`config.mk`:
```
export PLATFORM = sky130hd
export DESIGN_NAME = adc_scan_averager
export DESIGN_NICKNAME = d
export VERILOG_FILES = /design/src/hdl/asavg_pkg.sv /design/src/hdl/asavg_cfg_regs.sv /design/src/hdl/asavg_scan_core.sv /design/src/hdl/adc_scan_averager.sv
export SDC_FILE = /design/constraint.sdc
export NUM_CORES = 1
export LEC_CHECK = 0
export BUFFER_PORTS_ARGS = -buffer_cell sky130_fd_sc_hd__buf_2
export CORE_UTILIZATION = 36
export DETAILED_ROUTE_END_ITERATION = 10
export GPL_TIMING_DRIVEN = 0
export PLACE_DENSITY = 0.58
export SYNTH_ARGS = -nofsm -noshare
export SYNTH_HDL_FRONTEND = slang
export SYNTH_SLANG_ARGS = --single-unit
```
`constraint.sdc`:
```
create_clock -name clk_i -period 9.25 [get_ports clk_i]
set_input_delay 1.85 -clock clk_i [delete_from_list [all_inputs] [get_ports clk_i]]
set_output_delay 1.85 -clock clk_i [all_outputs]
set_load 0.005 [all_outputs]
```
`src/hdl/asavg_pkg.sv`:
```
// Package for the converter scan averager: widths, register indexes,
// beat types and the configuration bundle.
// Depends on nothing; every other file in hdl uses it.
`timescale 1ns / 1ps

package asavg_pkg;

  // Defaults for the top-level parameters.
  localparam int CHANNELS_DEF     = 8;
  localparam int SAMPLE_SHIFT_DEF = 4;

  // Fixed field widths.
  localparam int SAMPLE_W    = 10;
  localparam int SLOT_W      = 3;
  localparam int MUX_W       = 4;
  localparam int ACC_W       = 16;
  localparam int COUNT_W     = 4;
  localparam int MUX_TABLE_W = 32;

  // Configuration port.
  localparam int CFG_INDEX_W = 4;
  localparam int CFG_DATA_W  = 32;

  localparam logic [CFG_INDEX_W-1:0] REG_CHANNEL_COUNT = CFG_INDEX_W'(0);
  localparam logic [CFG_INDEX_W-1:0] REG_MUX_TABLE     = CFG_INDEX_W'(1);

  // Stream widths, padded to whole bytes.
  localparam int IN_TDATA_W  = 16;
  localparam int OUT_TDATA_W = 24;

  // Item kinds carried in the input tuser.
  localparam logic KIND_SAMPLE = 1'b0;
  localparam logic KIND_READ   = 1'b1;

  typedef struct packed {
    logic [COUNT_W-1:0]     channel_count;
    logic [MUX_TABLE_W-1:0] mux_table;
  } cfg_t;

  typedef struct packed {
    logic                kind;
    logic [SAMPLE_W-1:0] sample;
    logic [SLOT_W-1:0]   read_channel;
    logic                conv_busy;
  } item_t;

  typedef struct packed {
    logic [MUX_W-1:0]    mux_code;
    logic [SAMPLE_W-1:0] read_value;
    logic                window_done;
    logic [SLOT_W-1:0]   finished_slot;
    logic                start_conversion;
  } result_t;

endpackage

```
`src/hdl/asavg_cfg_regs.sv`:
```
// Configuration register file of the scan averager: slot count and mux table.
// Depends on asavg_pkg.
`timescale 1ns / 1ps

module asavg_cfg_regs (
  input  logic                                clk_i,
  input  logic                                rst_ni,
  input  logic                                cfg_valid_i,
  output logic                                cfg_ready_o,
  input  logic [asavg_pkg::CFG_INDEX_W-1:0]   cfg_index_i,
  input  logic [asavg_pkg::CFG_DATA_W-1:0]    cfg_data_i,
  output asavg_pkg::cfg_t                     cfg_o
);

  asavg_pkg::cfg_t cfg_q, cfg_d;

  assign cfg_ready_o = 1'b1;

  // Writes to indexes past the mux table are dropped.
  always_comb begin
    cfg_d = cfg_q;
    if (cfg_valid_i) begin
      unique case (cfg_index_i)
        asavg_pkg::REG_CHANNEL_COUNT: begin
          cfg_d.channel_count = cfg_data_i[asavg_pkg::COUNT_W-1:0];
        end
        asavg_pkg::REG_MUX_TABLE: begin
          cfg_d.mux_table = cfg_data_i[asavg_pkg::MUX_TABLE_W-1:0];
        end
        default: begin
          cfg_d = cfg_q;
        end
      endcase
    end
  end

  always_ff @(posedge clk_i or negedge rst_ni) begin
    if (!rst_ni) begin
      cfg_q.channel_count <= asavg_pkg::COUNT_W'(1);
      cfg_q.mux_table     <= '0;
    end else begin
      cfg_q <= cfg_d;
    end
  end

  assign cfg_o = cfg_q;

endmodule

```
`src/hdl/asavg_scan_core.sv`:
```
// Scan state of the averager (window accumulator, slot pointer, stored
// averages) and the single-pass logic that turns one item into its result.
// Depends on asavg_pkg.
`timescale 1ns / 1ps

module asavg_scan_core #(
  parameter int CHANNELS     = asavg_pkg::CHANNELS_DEF,
  parameter int SAMPLE_SHIFT = asavg_pkg::SAMPLE_SHIFT_DEF
) (
  input  logic               clk_i,
  input  logic               rst_ni,
  input  logic               step_i,
  input  asavg_pkg::item_t   item_i,
  input  asavg_pkg::cfg_t    cfg_i,
  output asavg_pkg::result_t result_o
);

  localparam int CNT_W = SAMPLE_SHIFT + 1;
  localparam logic [CNT_W-1:0] WINDOW = CNT_W'(1 << SAMPLE_SHIFT);
  localparam logic [asavg_pkg::COUNT_W-1:0] CH_COUNT = asavg_pkg::COUNT_W'(CHANNELS);

  logic [asavg_pkg::ACC_W-1:0]    acc_q, acc_d;
  logic [CNT_W-1:0]               cnt_q, cnt_d;
  logic [asavg_pkg::SLOT_W-1:0]   slot_q, slot_d;
  logic [asavg_pkg::SAMPLE_W-1:0] avg_q [CHANNELS];

  logic [asavg_pkg::COUNT_W-1:0]  eff_count;
  logic [asavg_pkg::COUNT_W-1:0]  next_slot;
  logic                           closing;
  logic [asavg_pkg::SAMPLE_W-1:0] new_avg;
  logic [asavg_pkg::SAMPLE_W-1:0] rd_value;
  logic [asavg_pkg::SLOT_W+1:0]   mux_lsb;

  // A slot count of zero acts as one; one above the store depth is clamped.
  always_comb begin
    if (cfg_i.channel_count == '0) begin
      eff_count = asavg_pkg::COUNT_W'(1);
    end else if (cfg_i.channel_count > CH_COUNT) begin
      eff_count = CH_COUNT;
    end else begin
      eff_count = cfg_i.channel_count;
    end
  end

  assign closing   = (item_i.kind == asavg_pkg::KIND_SAMPLE) && (cnt_q >= WINDOW);
  assign next_slot = {1'b0, slot_q} + asavg_pkg::COUNT_W'(1);
  assign new_avg   = acc_q[SAMPLE_SHIFT +: asavg_pkg::SAMPLE_W];

  always_comb begin
    acc_d  = acc_q;
    cnt_d  = cnt_q;
    slot_d = slot_q;
    if (item_i.kind == asavg_pkg::KIND_SAMPLE) begin
      if (closing) begin
        // The closing sample itself is not added to anything.
        acc_d  = '0;
        cnt_d  = '0;
        slot_d = (next_slot >= eff_count) ? '0 : next_slot[asavg_pkg::SLOT_W-1:0];
      end else begin
        acc_d = acc_q + asavg_pkg::ACC_W'(item_i.sample);
        cnt_d = cnt_q + CNT_W'(1);
      end
    end
  end

  // Readback mux over the stored averages; slots past the store read zero.
  always_comb begin
    rd_value = '0;
    for (int i = 0; i < CHANNELS; i++) begin
      if (item_i.read_channel == asavg_pkg::SLOT_W'(i)) begin
        rd_value = avg_q[i];
      end
    end
  end

  assign mux_lsb = {slot_d, 2'b00};

  always_comb begin
    result_o.mux_code         = cfg_i.mux_table[mux_lsb +: asavg_pkg::MUX_W];
    result_o.read_value       = (item_i.kind == asavg_pkg::KIND_READ) ? rd_value : '0;
    result_o.window_done      = closing;
    result_o.finished_slot    = closing ? slot_q : '0;
    result_o.start_conversion = (item_i.kind == asavg_pkg::KIND_READ) && !item_i.conv_busy;
  end

  always_ff @(posedge clk_i or negedge rst_ni) begin
    if (!rst_ni) begin
      acc_q  <= '0;
      cnt_q  <= '0;
      slot_q <= '0;
    end else if (step_i) begin
      acc_q  <= acc_d;
      cnt_q  <= cnt_d;
      slot_q <= slot_d;
    end
  end

  // A slot pointer left past the store depth stores nothing.
  always_ff @(posedge clk_i or negedge rst_ni) begin
    if (!rst_ni) begin
      for (int i = 0; i < CHANNELS; i++) begin
        avg_q[i] <= '0;
      end
    end else if (step_i && closing) begin
      for (int i = 0; i < CHANNELS; i++) begin
        if (slot_q == asavg_pkg::SLOT_W'(i)) begin
          avg_q[i] <= new_avg;
        end
      end
    end
  end

endmodule

```
`src/hdl/adc_scan_averager.sv`:
```
// Top level of the round-robin converter scan averager.
// Depends on asavg_pkg, asavg_cfg_regs and asavg_scan_core.
`timescale 1ns / 1ps

// The block walks a list of converter slots round robin. Each sample beat
// (tuser kind = 0) is added to a window of 2^SAMPLE_SHIFT samples; the beat
// after a full window closes it, is itself dropped, stores the window sum
// shifted right by SAMPLE_SHIFT as the slot's average, and moves on to the
// next slot, reported by its mux code. A read beat (kind = 1) returns the
// stored average of the slot it names and asks for a conversion when the
// converter is idle. Every input beat gives exactly one result beat. The
// block takes one beat per clock cycle unless the result side stalls;
// a beat passes the input register and then the result register, and the
// whole update of the scan state happens in the single logic pass between
// them. Backpressure on the result side stalls both registers together,
// so a result waiting to be taken blocks the next input beat once the
// input register is full. Configuration writes are always taken and
// should only be issued while no beat is in flight. There is no clearing
// pass after reset: the averages store comes out of reset at zero.

module adc_scan_averager #(
  parameter int CHANNELS     = asavg_pkg::CHANNELS_DEF,     // 1 to 8
  parameter int SAMPLE_SHIFT = asavg_pkg::SAMPLE_SHIFT_DEF  // 0 to 6
) (
  input  logic                               clk_i,
  input  logic                               rst_ni,

  // Configuration write channel.
  input  logic                               cfg_valid_i,
  output logic                               cfg_ready_o,
  input  logic [asavg_pkg::CFG_INDEX_W-1:0]  cfg_index_i,
  input  logic [asavg_pkg::CFG_DATA_W-1:0]   cfg_data_i,

  // Item stream in.
  input  logic                               s_axis_tvalid,
  output logic                               s_axis_tready,
  // sample [9:0], read_channel [12:10], conv_busy [13], zero [15:14]
  input  logic [asavg_pkg::IN_TDATA_W-1:0]   s_axis_tdata,
  // kind [0]
  input  logic                               s_axis_tuser,

  // Result stream out.
  output logic                               m_axis_tvalid,
  input  logic                               m_axis_tready,
  // mux_code [3:0], read_value [13:4], window_done [14], finished_slot [17:15],
  // start_conversion [18], zero [23:19]
  output logic [asavg_pkg::OUT_TDATA_W-1:0]  m_axis_tdata
);

  asavg_pkg::cfg_t    cfg;
  asavg_pkg::item_t   item_q, item_d;
  asavg_pkg::result_t res_comb, res_q;
  logic               in_valid_q;
  logic               out_valid_q;
  logic               advance;

  asavg_cfg_regs u_cfg_regs (
    .clk_i       (clk_i),
    .rst_ni      (rst_ni),
    .cfg_valid_i (cfg_valid_i),
    .cfg_ready_o (cfg_ready_o),
    .cfg_index_i (cfg_index_i),
    .cfg_data_i  (cfg_data_i),
    .cfg_o       (cfg)
  );

  // The registered item moves on whenever the result register is free or
  // is being emptied in this same cycle.
  assign advance       = in_valid_q && (!out_valid_q || m_axis_tready);
  assign s_axis_tready = !in_valid_q || advance;

  always_comb begin
    item_d.kind         = s_axis_tuser;
    item_d.sample       = s_axis_tdata[9:0];
    item_d.read_channel = s_axis_tdata[12:10];
    item_d.conv_busy    = s_axis_tdata[13];
  end

  always_ff @(posedge clk_i or negedge rst_ni) begin
    if (!rst_ni) begin
      in_valid_q <= 1'b0;
    end else if (s_axis_tready) begin
      in_valid_q <= s_axis_tvalid;
    end
  end

  always_ff @(posedge clk_i) begin
    if (s_axis_tready && s_axis_tvalid) begin
      item_q <= item_d;
    end
  end

  // The scan state commits exactly when the item's result is registered.
  asavg_scan_core #(
    .CHANNELS     (CHANNELS),
    .SAMPLE_SHIFT (SAMPLE_SHIFT)
  ) u_scan_core (
    .clk_i    (clk_i),
    .rst_ni   (rst_ni),
    .step_i   (advance),
    .item_i   (item_q),
    .cfg_i    (cfg),
    .result_o (res_comb)
  );

  always_ff @(posedge clk_i or negedge rst_ni) begin
    if (!rst_ni) begin
      out_valid_q <= 1'b0;
    end else if (!out_valid_q || m_axis_tready) begin
      out_valid_q <= in_valid_q;
    end
  end

  always_ff @(posedge clk_i) begin
    if (advance) begin
      res_q <= res_comb;
    end
  end

  assign m_axis_tvalid = out_valid_q;
  assign m_axis_tdata  = {5'b00000,
                          res_q.start_conversion,
                          res_q.finished_slot,
                          res_q.window_done,
                          res_q.read_value,
                          res_q.mux_code};

endmodule

```
[Word level (Yosys, flattened, before mapping)]
Cells that the tools add are included.
Storage, ports and cells
  logic and storage cells: 87
  output and inout bits: 27
  input port bits: 58
  register bits after elaboration: 176
Cells by class
  order comparisons: 3
  eq/ne operators: 15
  $add $sub $neg: 3
  mux-type cells: 15
  shift operators: 1
  bitwise logic cells: 1
  reductions and logical operators: 25
Operators by type and width (number)
  10-bit two-way mux: 8
  32-bit by 6-bit variable part select with 4-bit output: 1
  3-bit == test, second input constant: 8
  2-bit AND reduction: 11
  16-bit by 10-bit adder with 16-bit output: 1
  16-bit two-way mux: 1
  3-bit by 2-bit == test with 1-bit output, second input constant: 4
  3-bit two-way mux: 3
  4-bit zero test: 2
  4-bit two-way mux: 2
  3-bit by 1-bit == test with 1-bit output, second input constant: 2
  3-bit zero test: 2
  5-bit by 1-bit adder with 5-bit output, second input constant: 1
  5-bit greater-or-equal comparator, second input constant: 1
  1-bit logical AND: 5
  5-bit two-way mux: 1
  3-bit by 1-bit adder with 4-bit output, second input constant: 1
  4-bit by 1-bit == test with 1-bit output, second input constant: 1
  4-bit greater-or-equal comparator: 1
  4-bit > comparator, second input constant: 1
  1-bit zero test: 3
  1-bit logical OR: 2
  1-bit inverter: 1

[Depth between registers and ports, before layout]
  word-level depth: 9
  gate-level depth with buffers: 10
  gate-level depth less buffers: 10

[Cells and area by module]
From an unflattened synthesis, not the netlist that was laid out.
Second synthesis, totals
  cells, all modules: 630
  area total of the unflattened synthesis: 8365.5 um^2
Modules (own cells, without submodules)
  asavg_scan_core: cells each 502, instances 1, sequential area each 2552.4 um^2, area an instance 5696.7 um^2
  asavg_cfg_regs: cells each 80, instances 1, sequential area each 902.1 um^2, area an instance 1502.7 um^2
  adc_scan_averager: cells each 48, instances 1, sequential area each 1071.0 um^2, area an instance 1166.1 um^2

[Worst setup path after synthesis]
No wires, ideal clock.
  path kind: in2out
  start: input m_axis_tready
  end: output s_axis_tready
  required time: 7400 ps
  arrival: 2024 ps
  stages: 1
  buffers on the path: 0
  path slack: 5376 ps
  cells stage by stage: nand3b_1
Between the ends
  longest elaborated chain between the ends: 3
RTL lines
  start: declaration: RTL line adc_scan_averager.sv:44  | input logic m_axis_tready,
  1-bit logical OR: RTL line adc_scan_averager.sv:69  | assign advance = in_valid_q && (!out_valid_q || m_axis_tready);
  1-bit logical AND: RTL line adc_scan_averager.sv:69
  1-bit logical OR: RTL line adc_scan_averager.sv:70  | assign s_axis_tready = !in_valid_q || advance;
  end: declaration: RTL line adc_scan_averager.sv:36  | output logic s_axis_tready,
Every way passes these cells.

[Worst setup path after layout]
Ends and elaborated chain as after synthesis.

==> results.ini <==
[critical_path]
critPathTopFamily=buffers and inverters
r2r-start=u_scan_core.slot_q[0]$_DFFE_PN0P_
crit_path_max_incr_delay_ps=170
crit_slowest_cell=nand3b_1
crit_required_ps=7400
crit_top_cell=buf_2
crit_fanout=3
critPathBufInv=2
critPathLaunch=m_axis_tready
start_kind=input pin
path_class=in2out
path_cells=buf_2 -> nand3b_1 -> buf_2
arrival_ps=2270
worst_setup_path_end_kind=primary output

[cts]
htree_levels=4
clockRootBuffer=clkbuf_16
postCtsSetupRepairBufs=0
cts.repair.resized=0
clock_latency_ps=430
cts_inserted_buffers=17
clock_sinks=174
holdBufCountCts=0
clock_path_buffers=2
cts.reportedPaths.clkPinSlew_ps=70
cts_tree=built

[status]
status=complete, but fails checks
violations=DRC

[global_routing]
grt_pass1_vias=5260
grt_overflow=0
grtUsageTotal_pct=16.2
grt_max_degree=84
antenna_found_initial=0
grt_pass1_wl_um=29100

[cells_and_area]
diodes=0
final_common_cell=dfrtp_1
fin_area_um2=9500
layout_common_cells=dfrtp_1, mux2_2, buf_2, nand2_1, o21ai_0
nNetsFinal=822
area_delta_synth_final_pct=16.8
drive_gt1_share_pct=33.0

[routing]
top_layer_used=met4
drc=5
ant_nets=0
vias=5211
drt-met1-wl_um=8830
drt_iter0_markers=242
wl_met2_um=8040
dr_wl_met3_um=730
routed_wl_um=17700
via_per_inst=5.03
drt_pass1_iterations=7
routedWlPerCell_um=17.1

[timing]
rsz0062_at_grt=no
period_share_pct=44.5
period_minus_slack_ps=4120
finalSetupViolations=0
setup-tns-final_ps=0
slew_viol_final=0
fmax_mhz=243
hold_viol=0
skew_ps=15.0
tightest_slew_ps=1110
max-slew-margin-rel_pct=25.6

[pwr]
p_per_area_nw_per_um2=232
p_leak_uw=0.00441
peakVddDrop_mv=0.0988

[synth]
synth_edf_count=34
netlist_area_um2=8130
synth_top_cell_by_area=dfrtp_1
async_reset_ff_share_pct=80.5
synth_area_leaders=dfrtp_1, mux2_2, edfxtp_1, ha_1, o21ai_0
syn_inst=642
synth_flop_cell=dfrtp_1
ys_seq_area_share_pct=55.7
syn_avg_cell_area_um2=12.7
synth.top_cell.area_share_pct=42.8
yosys_warnings=0
synth_seq_cells=174
synth_cell_types=55

[floorplan]
dieArea_um2=23200
die_h_um=152
start_util_pct=37.0
fp.dieW_um=152
core-area_um2=22000
rows=54
io_pins=85

[min_path]
hold_path.startpoint=u_scan_core.avg_q[38]$_DFFE_PN0P_
min_path_type=reg2reg

[place]
io_buffers=76
gp_congestion=0.784
dp_hpwl_um=12300
place_area_um2=8910

[flow_run]
max-cap-violations=0

==> cell families after synthesis <==
kind of cell	share of synthesized area [%]
flops	55.7
other cells	0.0924
xor+xnor	0.646
compound gates	10.2
fa+ha+maj	3.48
buf+inv	3.08
simple gates	5.83
mux	21.0
==> routing by layer <==
layer | global-route usage (%) | vias to the layer above
li1 | - | 2544
met1 | 22.8 | 2559
met2 | 25.2 | 99
met3 | 3.81 | 9
met4 | 3.64 | 0
met5 | 0 | -
==> stage by stage <==
| stage | instances | hold WS (ps) | total power, uW | setup WS (ps) | utilization, % |
|---|---|---|---|---|---|
| finish | 1035 | 483 | 2200 | 5130 | 43.2 |
| detailed placement | 1003 | 470 | 1520 | 5140 | 40.6 |
| CTS | 1035 | 486 | 2230 | 5130 | 43.2 |
| global route | 1035 | 504 | 2340 | 5100 | 43.2 |
| floorplan | 646 | 444 | 1350 | 5380 | - |
| global placement | 1002 | 456 | 1510 | 4170 | 40.4 |
==> state kept, by name (all words and copies together), names as in the netlist <==
name and flops:
u_scan_core.slot_q 3, u_scan_core.avg_q 80, u_scan_core.acc_q 14, u_scan_core.cnt_q 5, item_q 15, m_axis_tvalid 1
in_valid_q 1, m_axis_tdata 19, u_cfg_regs.cfg_o 36
==> synthesized netlist by cell type (all sizes together), types with 2 or more instances <==
library cell    n
dfrtp         139
mux2          114
nand2          49
o21ai          48
edfxtp         34
a21oi          30
nor2           27
inv            22
ha             21
mux2i          21
buf            20
clkbuf         16
a221oi         10
o22ai          10
nand2b          9
mux4            8
nand3           7
a211oi          6
o31ai           6
nor3            5
a21o            4
xor2            4
a41oi           2
and2            2
conb            2
nand3b          2
nor2b           2
o211ai          2
o21a            2
o31a            2
xnor2           2
==> final cells by class <==
class                   instances  area, um2
fillers                      2041      12500
flip-flops and latches        174       4530
multi-input cells             414       3370
clock buffers                  17        425
repair buffers                 77        414
well taps                     280        350
plain buffers                  36        168
clock inverters                15        161
inverters                      22       82.6
==> worst paths after layout <==
check | depth (start not counted) | slack, ps | to
setup / recovery | 3 | 5130 | s_axis_tready
hold / removal | 2 | 480 | u_scan_core.avg_q[38]$_DFFE_PN0P_
setup reg to reg | 10 | 5880 | m_axis_tdata[0]$_DFFE_PP_
hold reg to reg | 2 | 480 | u_scan_core.avg_q[38]$_DFFE_PN0P_
max in group asynchronous | 2 | 7050 | u_cfg_regs.cfg_o[32]$_DFFE_PN1P_
min in group asynchronous | 1 | 1390 | u_scan_core.avg_q[79]$_DFFE_PN0P_
==> tightest hold or removal path: cells and delay by family (launching register included) <==
kind / cells / cell delay (ps)
compound gates: 1 / 60
flops: 1 / 340
simple gates: 1 / 40
==> report_power, final <==
group / internal (uW) / switching [uW] / total, uW
combinational: 234 / 266 / 500
sequential: 897 / 97.9 / 995
clock: 364 / 345 / 709
(Power assumes the default switching activity.)
